## src/rtl/sl2_pkg.sv

```systemverilog
// Shared codes and control types for the SL(2,Z/p) relator checker.
// No dependencies.
`default_nettype none
package sl2_pkg;

  localparam logic [1:0] ST_LOAD_OK  = 2'd0;
  localparam logic [1:0] ST_LOAD_BAD = 2'd1;
  localparam logic [1:0] ST_VERDICT  = 2'd2;

  localparam logic REQ_LOAD   = 1'b0;
  localparam logic REQ_LETTER = 1'b1;

  localparam logic CFG_MODULUS    = 1'b0;
  localparam logic CFG_PROJECTIVE = 1'b1;

  localparam int CFG_DATA_W = 16;
  localparam int FIELD_W    = 16;

  typedef struct packed {
    logic start;
    logic bypass;   // modulus below two: result is forced to zero
  } mm_ctl_t;

endpackage
`default_nettype wire

```

## src/rtl/sl2_if.sv

```systemverilog
// Valid/ready channel interfaces: input items, results, register writes.
// Depends on sl2_pkg.
`default_nettype none
interface sl2_in_if;
  logic                         valid;
  logic                         ready;
  logic                         req_type;
  logic [3:0]                   gen_slot;
  logic [sl2_pkg::FIELD_W-1:0]  entry_a;
  logic [sl2_pkg::FIELD_W-1:0]  entry_b;
  logic [sl2_pkg::FIELD_W-1:0]  entry_c;
  logic [sl2_pkg::FIELD_W-1:0]  entry_d;
  logic [3:0]                   letter_gen;
  logic                         letter_inverse;
  logic                         relator_end;
  logic                         presentation_end;
  modport source (output valid, req_type, gen_slot, entry_a, entry_b, entry_c, entry_d,
                  letter_gen, letter_inverse, relator_end, presentation_end,
                  input ready);
  modport sink (input valid, req_type, gen_slot, entry_a, entry_b, entry_c, entry_d,
                letter_gen, letter_inverse, relator_end, presentation_end,
                output ready);
endinterface

interface sl2_out_if;
  logic       valid;
  logic       ready;
  logic [1:0] status;
  logic       relator_holds;
  logic       all_hold;
  logic       last;
  modport source (output valid, status, relator_holds, all_hold, last, input ready);
  modport sink (input valid, status, relator_holds, all_hold, last, output ready);
endinterface

interface sl2_cfg_if;
  logic                            valid;
  logic                            ready;
  logic                            index;
  logic [sl2_pkg::CFG_DATA_W-1:0]  data;
  modport source (output valid, index, data, input ready);
  modport sink (input valid, index, data, output ready);
endinterface
`default_nettype wire

```

## src/rtl/sl2_mod_p_relator_check.sv

```systemverilog
// Top level of the SL(2,Z/p) relator checker: generator store, product, verdicts.
// Depends on sl2_pkg, sl2_if (channel interfaces) and sl2_modmul (eight lanes).
//
//  channel  | dir | handshake     | payload
//  in_ch    | in  | valid/ready   | req_type, gen_slot, entry_a..d, letter fields
//  out_ch   | out | valid/ready   | status, relator_holds, all_hold, last
//  cfg_ch   | in  | valid/ready   | index (0 modulus, 1 projective_mode), data
//
// One item at a time, paced by the bit-serial modular multipliers (eight run side by
// side, one bit per cycle). A letter that ends no relator returns no result; a load
// or a verdict gives one result on out_ch. A result waits in the output register;
// the next item is taken once it is gone.
// Reset (rst_n low, synchronous) clears control, the product and the flags;
// the generator store has no reset. cfg_ch is always ready.
`default_nettype none
module sl2_mod_p_relator_check #(
  parameter int NUM_GENERATORS = 16,
  parameter int ENTRY_WIDTH    = 16
) (
  input wire logic  clk,
  input wire logic  rst_n,
  sl2_in_if.sink    in_ch,
  sl2_out_if.source out_ch,
  sl2_cfg_if.sink   cfg_ch
);
  localparam int EW = (ENTRY_WIDTH < sl2_pkg::FIELD_W) ? ENTRY_WIDTH : sl2_pkg::FIELD_W;
  localparam int AW = (NUM_GENERATORS > 1) ? $clog2(NUM_GENERATORS) : 1;
  localparam int NL = 8;

  localparam logic [2:0] S_IDLE = 3'd0;
  localparam logic [2:0] S_MUL  = 3'd1;
  localparam logic [2:0] S_FIN  = 3'd2;
  localparam logic [2:0] S_VER  = 3'd3;
  localparam logic [2:0] S_HOLD = 3'd4;

  logic [2:0] state_r, state_nxt;

  logic [15:0]   mod_r;
  logic          proj_r;
  logic [EW-1:0] p;
  logic          p_ok;

  // captured item
  logic          typ_r, linv_r, rend_r, pend_r;
  logic [3:0]    slot_r, lgen_r;
  logic [EW-1:0] ea_r, eb_r, ec_r, ed_r;

  logic [EW-1:0] pa_r, pb_r, pc_r, pd_r;
  logic          pres_ok_r;
  logic          start_r;

  logic [1:0]    ost_r;
  logic          ohold_r, oall_r, olast_r;

  logic [8*EW-1:0] mem [NUM_GENERATORS];
  logic [8*EW-1:0] rd_q_r;
  logic [AW+3:0]   rd_ext, wr_ext;

  logic [EW-1:0] lx [NL];
  logic [EW-1:0] ly [NL];
  logic [EW-1:0] lres [NL];
  logic          ldone [NL];
  sl2_pkg::mm_ctl_t mctl;

  logic [EW-1:0] r0, r1, r2, r3;
  logic          gslot_ok, lslot_ok;
  logic [EW-1:0] n0, n1, n2, n3, det;
  logic          load_ok, holds, all_ok;
  logic          in_acc;

  function automatic logic [EW-1:0] add_mod(input logic [EW-1:0] u, input logic [EW-1:0] v,
                                            input logic [EW-1:0] m);
    logic [EW:0] sm;
    sm = {1'b0, u} + {1'b0, v};
    return (sm >= {1'b0, m}) ? EW'(sm - {1'b0, m}) : EW'(sm);
  endfunction

  assign p        = mod_r[EW-1:0];
  assign p_ok     = p >= EW'(2);
  assign in_acc   = in_ch.valid && in_ch.ready;
  assign in_ch.ready = (state_r == S_IDLE);
  assign cfg_ch.ready = 1'b1;

  assign gslot_ok = int'(slot_r) < NUM_GENERATORS;
  assign lslot_ok = int'(lgen_r) < NUM_GENERATORS;

  assign rd_ext = {{AW{1'b0}}, in_ch.letter_gen};
  assign wr_ext = {{AW{1'b0}}, slot_r};

  always_ff @(posedge clk) begin
    rd_q_r <= mem[rd_ext[AW-1:0]];
    if (state_r == S_FIN && typ_r == sl2_pkg::REQ_LOAD && load_ok) begin
      mem[wr_ext[AW-1:0]] <= {ea_r, eb_r, ec_r, ed_r,
                              ed_r, (eb_r == '0) ? EW'(0) : EW'(p - eb_r),
                              (ec_r == '0) ? EW'(0) : EW'(p - ec_r), ea_r};
    end
  end

  // right-hand operand of the letter: generator, inverse or zero
  always_comb begin
    {r0, r1, r2, r3} = linv_r ? rd_q_r[4*EW-1:0] : rd_q_r[8*EW-1:4*EW];
    if (!lslot_ok) begin
      {r0, r1, r2, r3} = '0;
    end
  end

  always_comb begin
    if (typ_r == sl2_pkg::REQ_LOAD) begin
      lx[0] = ea_r; ly[0] = ed_r;
      lx[1] = eb_r; ly[1] = ec_r;
      for (int i = 2; i < NL; i++) begin
        lx[i] = '0; ly[i] = '0;
      end
    end else begin
      lx[0] = pa_r; ly[0] = r0;
      lx[1] = pb_r; ly[1] = r2;
      lx[2] = pa_r; ly[2] = r1;
      lx[3] = pb_r; ly[3] = r3;
      lx[4] = pc_r; ly[4] = r0;
      lx[5] = pd_r; ly[5] = r2;
      lx[6] = pc_r; ly[6] = r1;
      lx[7] = pd_r; ly[7] = r3;
    end
  end

  assign mctl.start  = start_r;
  assign mctl.bypass = !p_ok;

  for (genvar g = 0; g < NL; g++) begin : g_lane
    sl2_modmul #(.W(EW)) u_mm (
      .clk  (clk),
      .rst_n(rst_n),
      .ctl  (mctl),
      .x    (lx[g]),
      .y    (ly[g]),
      .p    (p),
      .done (ldone[g]),
      .res  (lres[g])
    );
  end

  assign n0  = p_ok ? add_mod(lres[0], lres[1], p) : '0;
  assign n1  = p_ok ? add_mod(lres[2], lres[3], p) : '0;
  assign n2  = p_ok ? add_mod(lres[4], lres[5], p) : '0;
  assign n3  = p_ok ? add_mod(lres[6], lres[7], p) : '0;
  assign det = (lres[0] >= lres[1]) ? EW'(lres[0] - lres[1])
                                    : EW'({1'b0, lres[0]} + {1'b0, p} - {1'b0, lres[1]});
  assign load_ok = p_ok && gslot_ok && ea_r < p && eb_r < p && ec_r < p && ed_r < p &&
                   det == EW'(1);
  assign holds = pb_r == '0 && pc_r == '0 && pa_r == pd_r &&
                 (pa_r == EW'(1) || (proj_r && p_ok && pa_r == EW'(p - EW'(1))));
  assign all_ok = pres_ok_r && holds;

  always_comb begin
    state_nxt = state_r;
    case (state_r)
      S_IDLE: if (in_acc) state_nxt = S_MUL;
      S_MUL:  if (ldone[0]) state_nxt = S_FIN;
      S_FIN: begin
        if (typ_r == sl2_pkg::REQ_LOAD) state_nxt = S_HOLD;
        else if (rend_r) state_nxt = S_VER;
        else state_nxt = S_IDLE;
      end
      S_VER:  state_nxt = S_HOLD;
      S_HOLD: if (out_ch.ready) state_nxt = S_IDLE;
      default: state_nxt = S_IDLE;
    endcase
  end

  always_ff @(posedge clk) begin
    if (!rst_n) begin
      state_r   <= S_IDLE;
      start_r   <= 1'b0;
      mod_r     <= 16'd2;
      proj_r    <= 1'b0;
      pa_r      <= EW'(1);
      pb_r      <= '0;
      pc_r      <= '0;
      pd_r      <= EW'(1);
      pres_ok_r <= 1'b1;
    end else begin
      state_r <= state_nxt;
      start_r <= in_acc;
      if (cfg_ch.valid) begin
        if (cfg_ch.index == sl2_pkg::CFG_MODULUS) mod_r <= cfg_ch.data;
        else proj_r <= cfg_ch.data[0];
      end
      if (state_r == S_FIN && typ_r == sl2_pkg::REQ_LETTER) begin
        pa_r <= n0; pb_r <= n1; pc_r <= n2; pd_r <= n3;
      end
      if (state_r == S_VER) begin
        pa_r <= EW'(1); pb_r <= '0; pc_r <= '0; pd_r <= EW'(1);
        pres_ok_r <= pend_r ? 1'b1 : all_ok;
      end
    end
  end

  always_ff @(posedge clk) begin
    if (in_acc) begin
      typ_r  <= in_ch.req_type;
      slot_r <= in_ch.gen_slot;
      ea_r   <= in_ch.entry_a[EW-1:0];
      eb_r   <= in_ch.entry_b[EW-1:0];
      ec_r   <= in_ch.entry_c[EW-1:0];
      ed_r   <= in_ch.entry_d[EW-1:0];
      lgen_r <= in_ch.letter_gen;
      linv_r <= in_ch.letter_inverse;
      rend_r <= in_ch.relator_end;
      pend_r <= in_ch.presentation_end;
    end
    if (state_r == S_FIN && typ_r == sl2_pkg::REQ_LOAD) begin
      ost_r   <= load_ok ? sl2_pkg::ST_LOAD_OK : sl2_pkg::ST_LOAD_BAD;
      ohold_r <= 1'b0;
      oall_r  <= 1'b0;
      olast_r <= 1'b0;
    end
    if (state_r == S_VER) begin
      ost_r   <= sl2_pkg::ST_VERDICT;
      ohold_r <= holds;
      oall_r  <= all_ok;
      olast_r <= pend_r;
    end
  end

  assign out_ch.valid         = (state_r == S_HOLD);
  assign out_ch.status        = ost_r;
  assign out_ch.relator_holds = ohold_r;
  assign out_ch.all_hold      = oall_r;
  assign out_ch.last          = olast_r;

  a_acc_busy: assert property (@(posedge clk) disable iff (!rst_n)
    in_acc |=> !in_ch.ready && start_r)
    else $error("item accepted but multiply not started");

  a_done_in_mul: assert property (@(posedge clk) disable iff (!rst_n)
    ldone[0] |-> state_r == S_MUL)
    else $error("multiplier finished outside multiply phase");

  a_ver_ident: assert property (@(posedge clk) disable iff (!rst_n)
    state_r == S_VER |=> pa_r == EW'(1) && pb_r == '0 && pc_r == '0 && pd_r == EW'(1))
    else $error("product not restarted after verdict");

  a_lanes_sync: assert property (@(posedge clk) disable iff (!rst_n)
    ldone[0] |-> ldone[NL-1])
    else $error("multiplier lanes out of step");
endmodule
`default_nettype wire

```

## src/rtl/sl2_modmul.sv

```systemverilog
// Bit-serial modular multiplier: res = (x * y) mod p in 2*W steps, or zero when bypassed.
// First W steps reduce x mod p, next W steps shift-add over y. Uses sl2_pkg.
`default_nettype none
module sl2_modmul #(
  parameter int W = 16
) (
  input  wire logic             clk,
  input  wire logic             rst_n,
  input  wire sl2_pkg::mm_ctl_t ctl,
  input  wire logic [W-1:0]     x,
  input  wire logic [W-1:0]     y,
  input  wire logic [W-1:0]     p,
  output logic                  done,
  output logic [W-1:0]          res
);
  localparam int CW = $clog2(2 * W + 1);
  localparam logic [CW-1:0] LAST_STEP = CW'(2 * W - 1);
  localparam logic [CW-1:0] HALF      = CW'(W);

  logic [CW-1:0] cnt_r, cnt_nxt;
  logic          busy_r, busy_nxt;
  logic          done_r, done_nxt;
  logic          byp_r, byp_nxt;
  logic [W-1:0]  xs_r, xs_nxt, ys_r, ys_nxt, rx_r, rx_nxt, acc_r, acc_nxt;
  logic [W:0]    t, d, d2, s, pe;

  always_comb begin
    pe       = {1'b0, p};
    cnt_nxt  = cnt_r;
    busy_nxt = busy_r;
    done_nxt = 1'b0;
    byp_nxt  = byp_r;
    xs_nxt   = xs_r;
    ys_nxt   = ys_r;
    rx_nxt   = rx_r;
    acc_nxt  = acc_r;
    t  = {rx_r, xs_r[W-1]};
    d  = {acc_r, 1'b0};
    d2 = (d >= pe) ? d - pe : d;
    s  = d2 + (ys_r[W-1] ? {1'b0, rx_r} : '0);
    if (ctl.start) begin
      cnt_nxt  = '0;
      busy_nxt = 1'b1;
      byp_nxt  = ctl.bypass;
      xs_nxt   = x;
      ys_nxt   = y;
      rx_nxt   = '0;
      acc_nxt  = '0;
    end else if (busy_r) begin
      if (cnt_r < HALF) begin
        rx_nxt = (t >= pe) ? W'(t - pe) : W'(t);
        xs_nxt = {xs_r[W-2:0], 1'b0};
      end else begin
        acc_nxt = (s >= pe) ? W'(s - pe) : W'(s);
        ys_nxt  = {ys_r[W-2:0], 1'b0};
      end
      cnt_nxt = cnt_r + 1'b1;
      if (cnt_r == LAST_STEP) begin
        busy_nxt = 1'b0;
        done_nxt = 1'b1;
      end
    end
  end

  always_ff @(posedge clk) begin
    if (!rst_n) begin
      busy_r <= 1'b0;
      done_r <= 1'b0;
      cnt_r  <= '0;
    end else begin
      busy_r <= busy_nxt;
      done_r <= done_nxt;
      cnt_r  <= cnt_nxt;
    end
    byp_r <= byp_nxt;
    xs_r  <= xs_nxt;
    ys_r  <= ys_nxt;
    rx_r  <= rx_nxt;
    acc_r <= acc_nxt;
  end

  assign done = done_r;
  assign res  = byp_r ? '0 : acc_r;
endmodule
`default_nettype wire

```

## src/flat_wrapper.sv

```systemverilog
// flat-port wrapper written by rule: the top's interface ports become plain ports
module sl2_mod_p_relator_check_flat 
#(
  parameter int NUM_GENERATORS = 16,
  parameter int ENTRY_WIDTH    = 16
)
  (clk, rst_n, in_ch_valid, in_ch_req_type, in_ch_gen_slot, in_ch_entry_a, in_ch_entry_b, in_ch_entry_c, in_ch_entry_d, in_ch_letter_gen, in_ch_letter_inverse, in_ch_relator_end, in_ch_presentation_end, in_ch_ready, out_ch_valid, out_ch_status, out_ch_relator_holds, out_ch_all_hold, out_ch_last, out_ch_ready, cfg_ch_valid, cfg_ch_index, cfg_ch_data, cfg_ch_ready);
  sl2_in_if in_ch_i ();
  sl2_out_if out_ch_i ();
  sl2_cfg_if cfg_ch_i ();
  input wire logic clk;
  input wire logic rst_n;
  input wire logic [$bits(in_ch_i.valid)-1:0] in_ch_valid;
  input wire logic [$bits(in_ch_i.req_type)-1:0] in_ch_req_type;
  input wire logic [$bits(in_ch_i.gen_slot)-1:0] in_ch_gen_slot;
  input wire logic [$bits(in_ch_i.entry_a)-1:0] in_ch_entry_a;
  input wire logic [$bits(in_ch_i.entry_b)-1:0] in_ch_entry_b;
  input wire logic [$bits(in_ch_i.entry_c)-1:0] in_ch_entry_c;
  input wire logic [$bits(in_ch_i.entry_d)-1:0] in_ch_entry_d;
  input wire logic [$bits(in_ch_i.letter_gen)-1:0] in_ch_letter_gen;
  input wire logic [$bits(in_ch_i.letter_inverse)-1:0] in_ch_letter_inverse;
  input wire logic [$bits(in_ch_i.relator_end)-1:0] in_ch_relator_end;
  input wire logic [$bits(in_ch_i.presentation_end)-1:0] in_ch_presentation_end;
  output wire logic [$bits(in_ch_i.ready)-1:0] in_ch_ready;
  output wire logic [$bits(out_ch_i.valid)-1:0] out_ch_valid;
  output wire logic [$bits(out_ch_i.status)-1:0] out_ch_status;
  output wire logic [$bits(out_ch_i.relator_holds)-1:0] out_ch_relator_holds;
  output wire logic [$bits(out_ch_i.all_hold)-1:0] out_ch_all_hold;
  output wire logic [$bits(out_ch_i.last)-1:0] out_ch_last;
  input wire logic [$bits(out_ch_i.ready)-1:0] out_ch_ready;
  input wire logic [$bits(cfg_ch_i.valid)-1:0] cfg_ch_valid;
  input wire logic [$bits(cfg_ch_i.index)-1:0] cfg_ch_index;
  input wire logic [$bits(cfg_ch_i.data)-1:0] cfg_ch_data;
  output wire logic [$bits(cfg_ch_i.ready)-1:0] cfg_ch_ready;
  assign in_ch_i.valid = in_ch_valid;
  assign in_ch_i.req_type = in_ch_req_type;
  assign in_ch_i.gen_slot = in_ch_gen_slot;
  assign in_ch_i.entry_a = in_ch_entry_a;
  assign in_ch_i.entry_b = in_ch_entry_b;
  assign in_ch_i.entry_c = in_ch_entry_c;
  assign in_ch_i.entry_d = in_ch_entry_d;
  assign in_ch_i.letter_gen = in_ch_letter_gen;
  assign in_ch_i.letter_inverse = in_ch_letter_inverse;
  assign in_ch_i.relator_end = in_ch_relator_end;
  assign in_ch_i.presentation_end = in_ch_presentation_end;
  assign in_ch_ready = in_ch_i.ready;
  assign out_ch_valid = out_ch_i.valid;
  assign out_ch_status = out_ch_i.status;
  assign out_ch_relator_holds = out_ch_i.relator_holds;
  assign out_ch_all_hold = out_ch_i.all_hold;
  assign out_ch_last = out_ch_i.last;
  assign out_ch_i.ready = out_ch_ready;
  assign cfg_ch_i.valid = cfg_ch_valid;
  assign cfg_ch_i.index = cfg_ch_index;
  assign cfg_ch_i.data = cfg_ch_data;
  assign cfg_ch_ready = cfg_ch_i.ready;
  sl2_mod_p_relator_check #(.NUM_GENERATORS(NUM_GENERATORS), .ENTRY_WIDTH(ENTRY_WIDTH)) u_core (.clk(clk), .rst_n(rst_n), .in_ch(in_ch_i), .out_ch(out_ch_i), .cfg_ch(cfg_ch_i));
endmodule
```

## config.mk

```make
export PLATFORM = sky130hd
export DESIGN_NAME = sl2_mod_p_relator_check_flat
export DESIGN_NICKNAME = d
export VERILOG_FILES = /design/src/rtl/sl2_pkg.sv /design/src/rtl/sl2_if.sv /design/src/rtl/sl2_mod_p_relator_check.sv /design/src/rtl/sl2_modmul.sv /design/src/flat_wrapper.sv
export SDC_FILE = /design/constraint.sdc
export NUM_CORES = 2
export LEC_CHECK = 0
export ABC_AREA = 1
export BUFFER_PORTS_ARGS = -buffer_cell sky130_fd_sc_hd__buf_4
export CAP_MARGIN = 20
export CORE_MARGIN = 1
export CORE_UTILIZATION = 29
export DETAILED_ROUTE_END_ITERATION = 6
export GPL_TIMING_DRIVEN = 0
export PLACE_DENSITY = 0.49
export SKIP_LAST_GASP = 1
export SLEW_MARGIN = 20
export SYNTH_ARGS = -nofsm -noshare
export SYNTH_HDL_FRONTEND = slang
export SYNTH_SLANG_ARGS = --single-unit
```

## constraint.sdc

```tcl
create_clock -name clk -period 9.7 [get_ports clk]
set_clock_uncertainty 0.1 [all_clocks]
set_input_delay 0 -clock clk [delete_from_list [all_inputs] [get_ports clk]]
set_output_delay 0 -clock clk [all_outputs]
set_load 0.01 [all_outputs]
```

# After elaboration in Yosys (flattened, before gate mapping)
# Memories as Yosys holds them, arrays and structs flattened. A register that Yosys moved wholly into a read port is not among the register bits.
# Index checks and enable logic that the tools add are counted.
# totals
register_bits	733
ramBits	2048
input_bits	98
out_inout_bits	8
word_cells	426
memories	1
# classes
addsub	54
n_lt_le_gt_ge	42
eq_ne	27
muxes	141
bitwise_logic	12
n_reduce_logical	77
# mem_list
name	words	word_bits	rd	rd_clocked_by_memory_dff	wr	line	source
u_core.mem	16	128	1	1	1	sl2_mod_p_relator_check.sv:55	logic [8*EW-1:0] mem [NUM_GENERATORS];
# ops
operator	count
16-bit 2-to-1 mux	91
17-bit by 16-bit greater-or-equal comparator with 1-bit output	28
16-bit subtractor	24
128-bit 2-to-1 mux	2
17-bit by 16-bit adder with 17-bit output	8
17-bit 2-to-1 mux	8
17-bit by 16-bit subtractor with 17-bit output	8
16-bit by 16-bit adder with 17-bit output	4
2-bit AND reduction	34
16-bit zero test	4
16-bit less-than comparator	4
64-bit 2-to-1 mux	1
6-bit by 1-bit adder with 6-bit output, second input constant	8
6-bit by 5-bit equality test with 1-bit output, second input constant	8
6-bit by 5-bit less-than comparator with 1-bit output, second input constant	8
2-bit nonzero test	17
1-bit 2-to-1 mux	33
16-bit by 1-bit equality test with 1-bit output, second input constant	2
16-bit equality test	2
2-bit by 1-bit inequality test with 1-bit output, second input constant	9
16-bit adder	1
16-bit greater-or-equal comparator	1
16-bit by 2-bit greater-or-equal comparator with 1-bit output, second input constant	1
16-bit by 1-bit subtractor with 16-bit output, second input constant	1
15 further kinds	46

# Depth between registers and ports, before layout
# logic_depth
ltp_word	9
ltp_mapped	39
depth_no_buf	36

# By module
# A second synthesis with hierarchy kept.
# unflattened
hier_cells	15904
hier_area_um2	138405.2
# modules_own_cells
mod	n_inst	cells_per_inst	area_each_um2	seq_area_each_um2
sl2_mod_p_relator_check	1	7362	82975.8	52059.9
sl2_modmul (u_core.g_lane[0].u_mm ...)	6	1073	6935.4	1791.7
sl2_modmul (u_core.g_lane[6].u_mm)	1	1060	6942.9	1791.7
sl2_modmul (u_core.g_lane[7].u_mm)	1	1044	6874.1	1791.7

# Least setup slack after synthesis
# OpenSTA, ideal clock, no wires.
# synth_path
path_kind	register to register
from	reg u_core.mod_r[1]
to	mem u_core.mem[0][100] (netlist bit) (enable)
setup_time_ns	0.552
t_arrival_ns	8.062
t_required_ns	9.048
slack_ns	0.986
stages_incl_launch_ff	18
path_buffers	0
period_less_slack_ns	8.714
cell_sequence	dfxtp_1 inv_1 fa_1 inv_1 ha_1 nand3_1 nand2_1 nand2_1 nand2_1 nand2_1 nand2_1 xnor2_1 inv_1 nor2_1 nand4_1 nand2_1 nand4_4 nor2_1
# synth_via
elab_chain_len	9
word_cells_on_any_way	17
classes_between	add/sub (2); order compare (5); eq/ne (1); mux (3); reduce/logical (6)
# synth_lines
item	line	source
start: declaration	sl2_mod_p_relator_check.sv:38	logic [15:0] mod_r;
start signal: assignment	sl2_mod_p_relator_check.sv:185	if (cfg_ch.index == sl2_pkg::CFG_MODULUS) mod_r <= cfg_ch.data;
branches (longest 5 deep; another with 16-bit adder)	--	
1-bit logical AND *	sl2_mod_p_relator_check.sv:148	assign load_ok = p_ok && gslot_ok && ea_r < p && eb_r < p && ec_r < p && ed_r < p &&
1-bit logical AND *	sl2_mod_p_relator_check.sv:92	if (state_r == S_FIN && typ_r == sl2_pkg::REQ_LOAD && load_ok) begin
1-bit 2-to-1 mux *	sl2_mod_p_relator_check.sv:92	
1-bit 2-to-1 mux *	sl2_mod_p_relator_check.sv:94	ed_r, (eb_r == '0) ? EW'(0) : EW'(p - eb_r),
end: declaration	sl2_mod_p_relator_check.sv:55	
# Mark *: on every way between the ends.

# Worst setup path in the final report
# layout_path
from	reg u_core.mod_r[0]
to	reg u_core.g_lane[0].u_mm.acc_r[13]
# layout_via
elab_chain_len	5
word_cells_on_any_way	7
classes_between	add/sub (3); order compare (2); mux (2)
# layout_lines
item	line	source
17-bit by 16-bit subtractor with 17-bit output / 17-bit by 16-bit greater-or-equal comparator with 1-bit output (equally long branches)	sl2_modmul.sv:39	d2 = (d >= pe) ? d - pe : d;
17-bit 2-to-1 mux	sl2_modmul.sv:39	
17-bit by 16-bit adder with 17-bit output	sl2_modmul.sv:40	s = d2 + (ys_r[W-1] ? {1'b0, rx_r} : '0);
16-bit subtractor / 17-bit by 16-bit greater-or-equal comparator with 1-bit output (equally long branches)	sl2_modmul.sv:54	acc_nxt = (s >= pe) ? W'(s - pe) : W'(s);
16-bit 2-to-1 mux *	sl2_modmul.sv:54	
end signal: assignment	sl2_modmul.sv:79	acc_r <= acc_nxt;
end: declaration	sl2_modmul.sv:24	logic [W-1:0] xs_r, xs_nxt, ys_r, ys_nxt, rx_r, rx_nxt, acc_r, acc_nxt;
# Every way passes the cells marked *; elsewhere a longest branch is shown, timed or not.
# A chain may end at the register's enable or synchronous reset.

==> impl_metrics.csv <==
group,metric,value,unit
run_status,outcome,"complete, no violations",
synthesis,yosysWarnings,0,
synthesis,syn_area_per_cell,9.172,um^2
setup_path,r2r.worst_path.cells,29,
setup_path,ff2ff_setup_slack,2060,ps
floorplanning,row_count,248,
setup_path,critical_path_cell_count,29,
synthesis,netlist_top_cells_area,"edfxtp_1 42%, nand2_1 8.2%, dfxtp_1 7.5%",
clocking,cts_num_sinks,2365,
setup_path,cp.buffers_inverters,9,
sta,total_count_of_hold_check_failures_in_the_final_report,0,
drt,drt-vias-per-instance,4.999,
placed_design,globalplace.congestion,0.9051,
sta,rsz0062_at_grt,"false",
sta,final.setup.tns,0,ps
power,power_density,218.3,mW/mm^2
drt,routedWlPerCell,23.24,um
placed_design,place.port_buffers,101,
grt,antenna_found_initial,45,
hold_path,worst_hold_path_type,"in2reg",
finish,post-route-util,34.13,%
grt,grt_start_max_net_pins,34,
finish,most-common-layout-cells,"2,911 x nand2_1, 1,868 x edfxtp_1, 1,690 x inv_1",
placed_design,detailedPlacementHpwl,373.0,mm
setup_path,worstPathRequired,10370,ps
finish,syn_to_final_growth,17.19,%
sta,timing.final.setup_violations,0,
floorplanning,floorplan.die.width,679.1,um
clocking,tritoncts,"built",
hold_path,worst_hold_path.endpoint,"u_core.rd_q_r[89]",
sta,postLayoutSetupSlackWorst,2057,ps
finish,postLayoutCellArea,0.1558,mm^2
hold_path,min-delay-start,"in_ch_letter_gen[3]",
setup_path,critical-path-slowest-cell,"clkbuf_4",
synthesis,yosys.area.top_type_share,42.19,%
power,power.static_leakage,65.34,nW
floorplanning,initial_core_util,29.13,%
drt,drt_iter0_drc,9732,
setup_path,crit_fanout,16,
setup_path,cp_data_arrival_time,8310,ps
clocking,clk_root_buffer_cell,"clkbuf_16",
sta,period_needed,7643,ps
placed_design,placement.cell_area,0.1448,mm^2
synthesis,netlist-cell-type-count,72,
drt,remaining_drc_errors,0,
drt,route.final.wire_length,501.5,mm
setup_path,slowest_delay,560,ps
setup_path,critPathCaptureType,"register",
finish,design.final.nets,16140,
sta,worst_slew_pin_slew,1228,ps
synthesis,synth-seq-cells,2365,
setup_path,critPathLaunch,"u_core.mod_r[0]",
synthesis,mappedNetlistArea,0.1330,mm^2
synthesis,synth_enable_flop_cells,1868,
floorplanning,design.die.area,0.4612,mm^2
clocking,post-cts-setup-buffers,0,
drt,route.vias.total,107878,
placed_design,pre_cts_ws,2023,ps
synthesis,synthArstFlopShare,0,%
sta,timing.final.max_slew_violations,0,
grt,wire_length_of_the_first_global_routing_pass,714.7,mm
clocking,h-tree-depth,5,
synthesis,synth_cells,14496,
setup_path,timing.critical_path.max_delay_family,"buffers and inverters",
synthesis,postSynth.topFlopCell,"edfxtp_1",
power,sum_of_internal_switching_and_leakage_power,34.01,mW
synthesis,synth_fp_nets,15404,
clocking,worst_setup_hold_path_clk_slew,60,ps
setup_path,crit_top_cell,"o21ai_0",
floorplanning,core_region_area,0.4564,mm^2
synthesis,synth_sequential_area_ratio,49.67,%
drt,detailedRoute.firstPassIterationCount,6,
flow_run,total_of_max_cap_violations,0,
clocking,cts_max_path_buffers,4,
floorplanning,die_h,679.1,um
grt,grtUsageTotal,21.03,%
sta,slew-limit-headroom,17.51,%
grt,first_global_vias,102830,
sta,final_min_period_over_clock_period,78.80,%
setup_path,critical_path_class,"reg2reg",
setup_path,worstReg2RegStart,"u_core.mod_r[0]",
clocking,cts_buffers,269,
drt,ant_nets,0,
finish,drive_above_1_share,6.254,%
finish,layout.cells.most_common,"nand2_1",
hold_path,worstHoldPathCells,4,
sta,achievable-frequency,0.1308,GHz
power,vdd.ir_drop.worst,0.1555,mV
grt,grt_remaining_overflow,0,
floorplanning,design.portCount,106,
synthesis,synth_top_area_cell,"edfxtp_1",
setup_path,rr_endpoint,"u_core.g_lane[0].u_mm.acc_r[13]",
clocking,clkLatencyLatePin,950,ps
setup_path,startpoint_type,"register",
layout make-up:
type | count | area (um^2)
clock buffer | 358 | 7342
clock inverter | 126 | 1389
sequential | 2365 | 66050
timing repair buffer | 465 | 6105
inverter | 1722 | 6526
multi-input combinational | 9879 | 58390
buffer | 530 | 2317
tap | 6125 | 7664
fill | 47013 | 300600
antenna | 10 | 25.02
worst register-to-register path, delay by kind of cell (launching register included):
| family | cells | cell delay [ps] |
|---|---|---|
| DFF | 1 | 500 |
| adders and majority gates | 3 | 900 |
| buffers and inverters | 9 | 2700 |
| and+or+nand+nor | 8 | 1030 |
| AOI/OAI and AO/OA | 8 | 1970 |
| xor gates and xnor gates | 1 | 270 |
metal layers:
layer	wire length, um	up-vias	part of all wire [%]	track usage, %
met5	0	-	0	0
met2	234100	3283	47	35.11
met1	215500	52190	43	27.74
li1	-	51636	-	-
met3	29760	769	5.9	2.567
met4	22060	0	4.4	8.153
cell families after synthesis:
group                      Yosys count  synth area share, %
AOI/OAI and AO/OA                 3202                13.77
xor gates and xnor gates           553                3.643
adders and majority gates          810                7.950
buffers and inverters             2252                6.573
DFF                               2365                49.67
muxes                              386                2.906
other                                1             0.002821
and+or+nand+nor                   4927                15.48
stage by stage:
| stage | hold slack [ps] | instances |
|---|---|---|
| 3_3_place_gp | 78.78 | 20722 |
| 2_1_floorplan | -1.131 | 14496 |
| 3_5_place_dp | 79.45 | 20867 |
| 5_1_grt | 100.5 | 21571 |
| 6_report | 87.88 | 21580 |
| 4_1_cts | 59.18 | 21566 |
worst max-delay path by stage:
| stage | slack [ps] | end |
|---|---|---|
| finish | 2060 | u_core.g_lane[0].u_mm.acc_r[13] |
| global route | 1410 | u_core.g_lane[7].u_mm.acc_r[11] |
| CTS | 2000 | u_core.g_lane[7].u_mm.acc_r[14] |
| detailed placement | 2020 | u_core.g_lane[7].u_mm.acc_r[14] |
| global placement | -9630 | u_core.mem[2][68] |
| floorplan | 990 | u_core.mem[0][100] |
cell usage after synthesis (all sizes together) (21+ instances only):
| library cell | number |
|---|---|
| xnor2 | 260 |
| edfxtp | 1868 |
| dfxtp | 497 |
| o211ai | 485 |
| nor2 | 870 |
| xor2 | 293 |
| a21boi | 42 |
| o21bai | 77 |
| nand3 | 716 |
| inv | 1716 |
| a31oi | 49 |
| a211oi | 23 |
| a21o | 85 |
| fa | 58 |
| o21ai | 1166 |
| nor4 | 27 |
| ha | 752 |
| mux2i | 386 |
| nand4 | 172 |
| o221ai | 21 |
| nand2 | 2949 |
| clkbuf | 365 |
| nor3 | 119 |
| nand3b | 53 |
| buf | 165 |
| a21oi | 1176 |
flip-flops by register name (all words and copies together), names as in the netlist, 48 cells and up:
signal,cells
u_core.mem,1536
u_core.g_lane.u_mm.acc_r,128
u_core.g_lane.u_mm.rx_r,128
u_core.g_lane.u_mm.xs_r,128
u_core.g_lane.u_mm.ys_r,128
u_core.rd_q_r,96
u_core.g_lane.u_mm.cnt_r,48
where the power goes:
part	leakage [nW]	internal, mW	switching, mW
registers	21.0	12.2	0.850
clock network	4.25	5.86	4.51
logic	40.1	3.57	7.05
total	65.3	21.6	12.4
what timing repair did:
action / CTS / global route
resized for setup: 0 / 0
endpoints found under the hold margin: 155 / 0
hold buffers: 215 / 0
No activity file was read; power rests on OpenSTA's default activity.
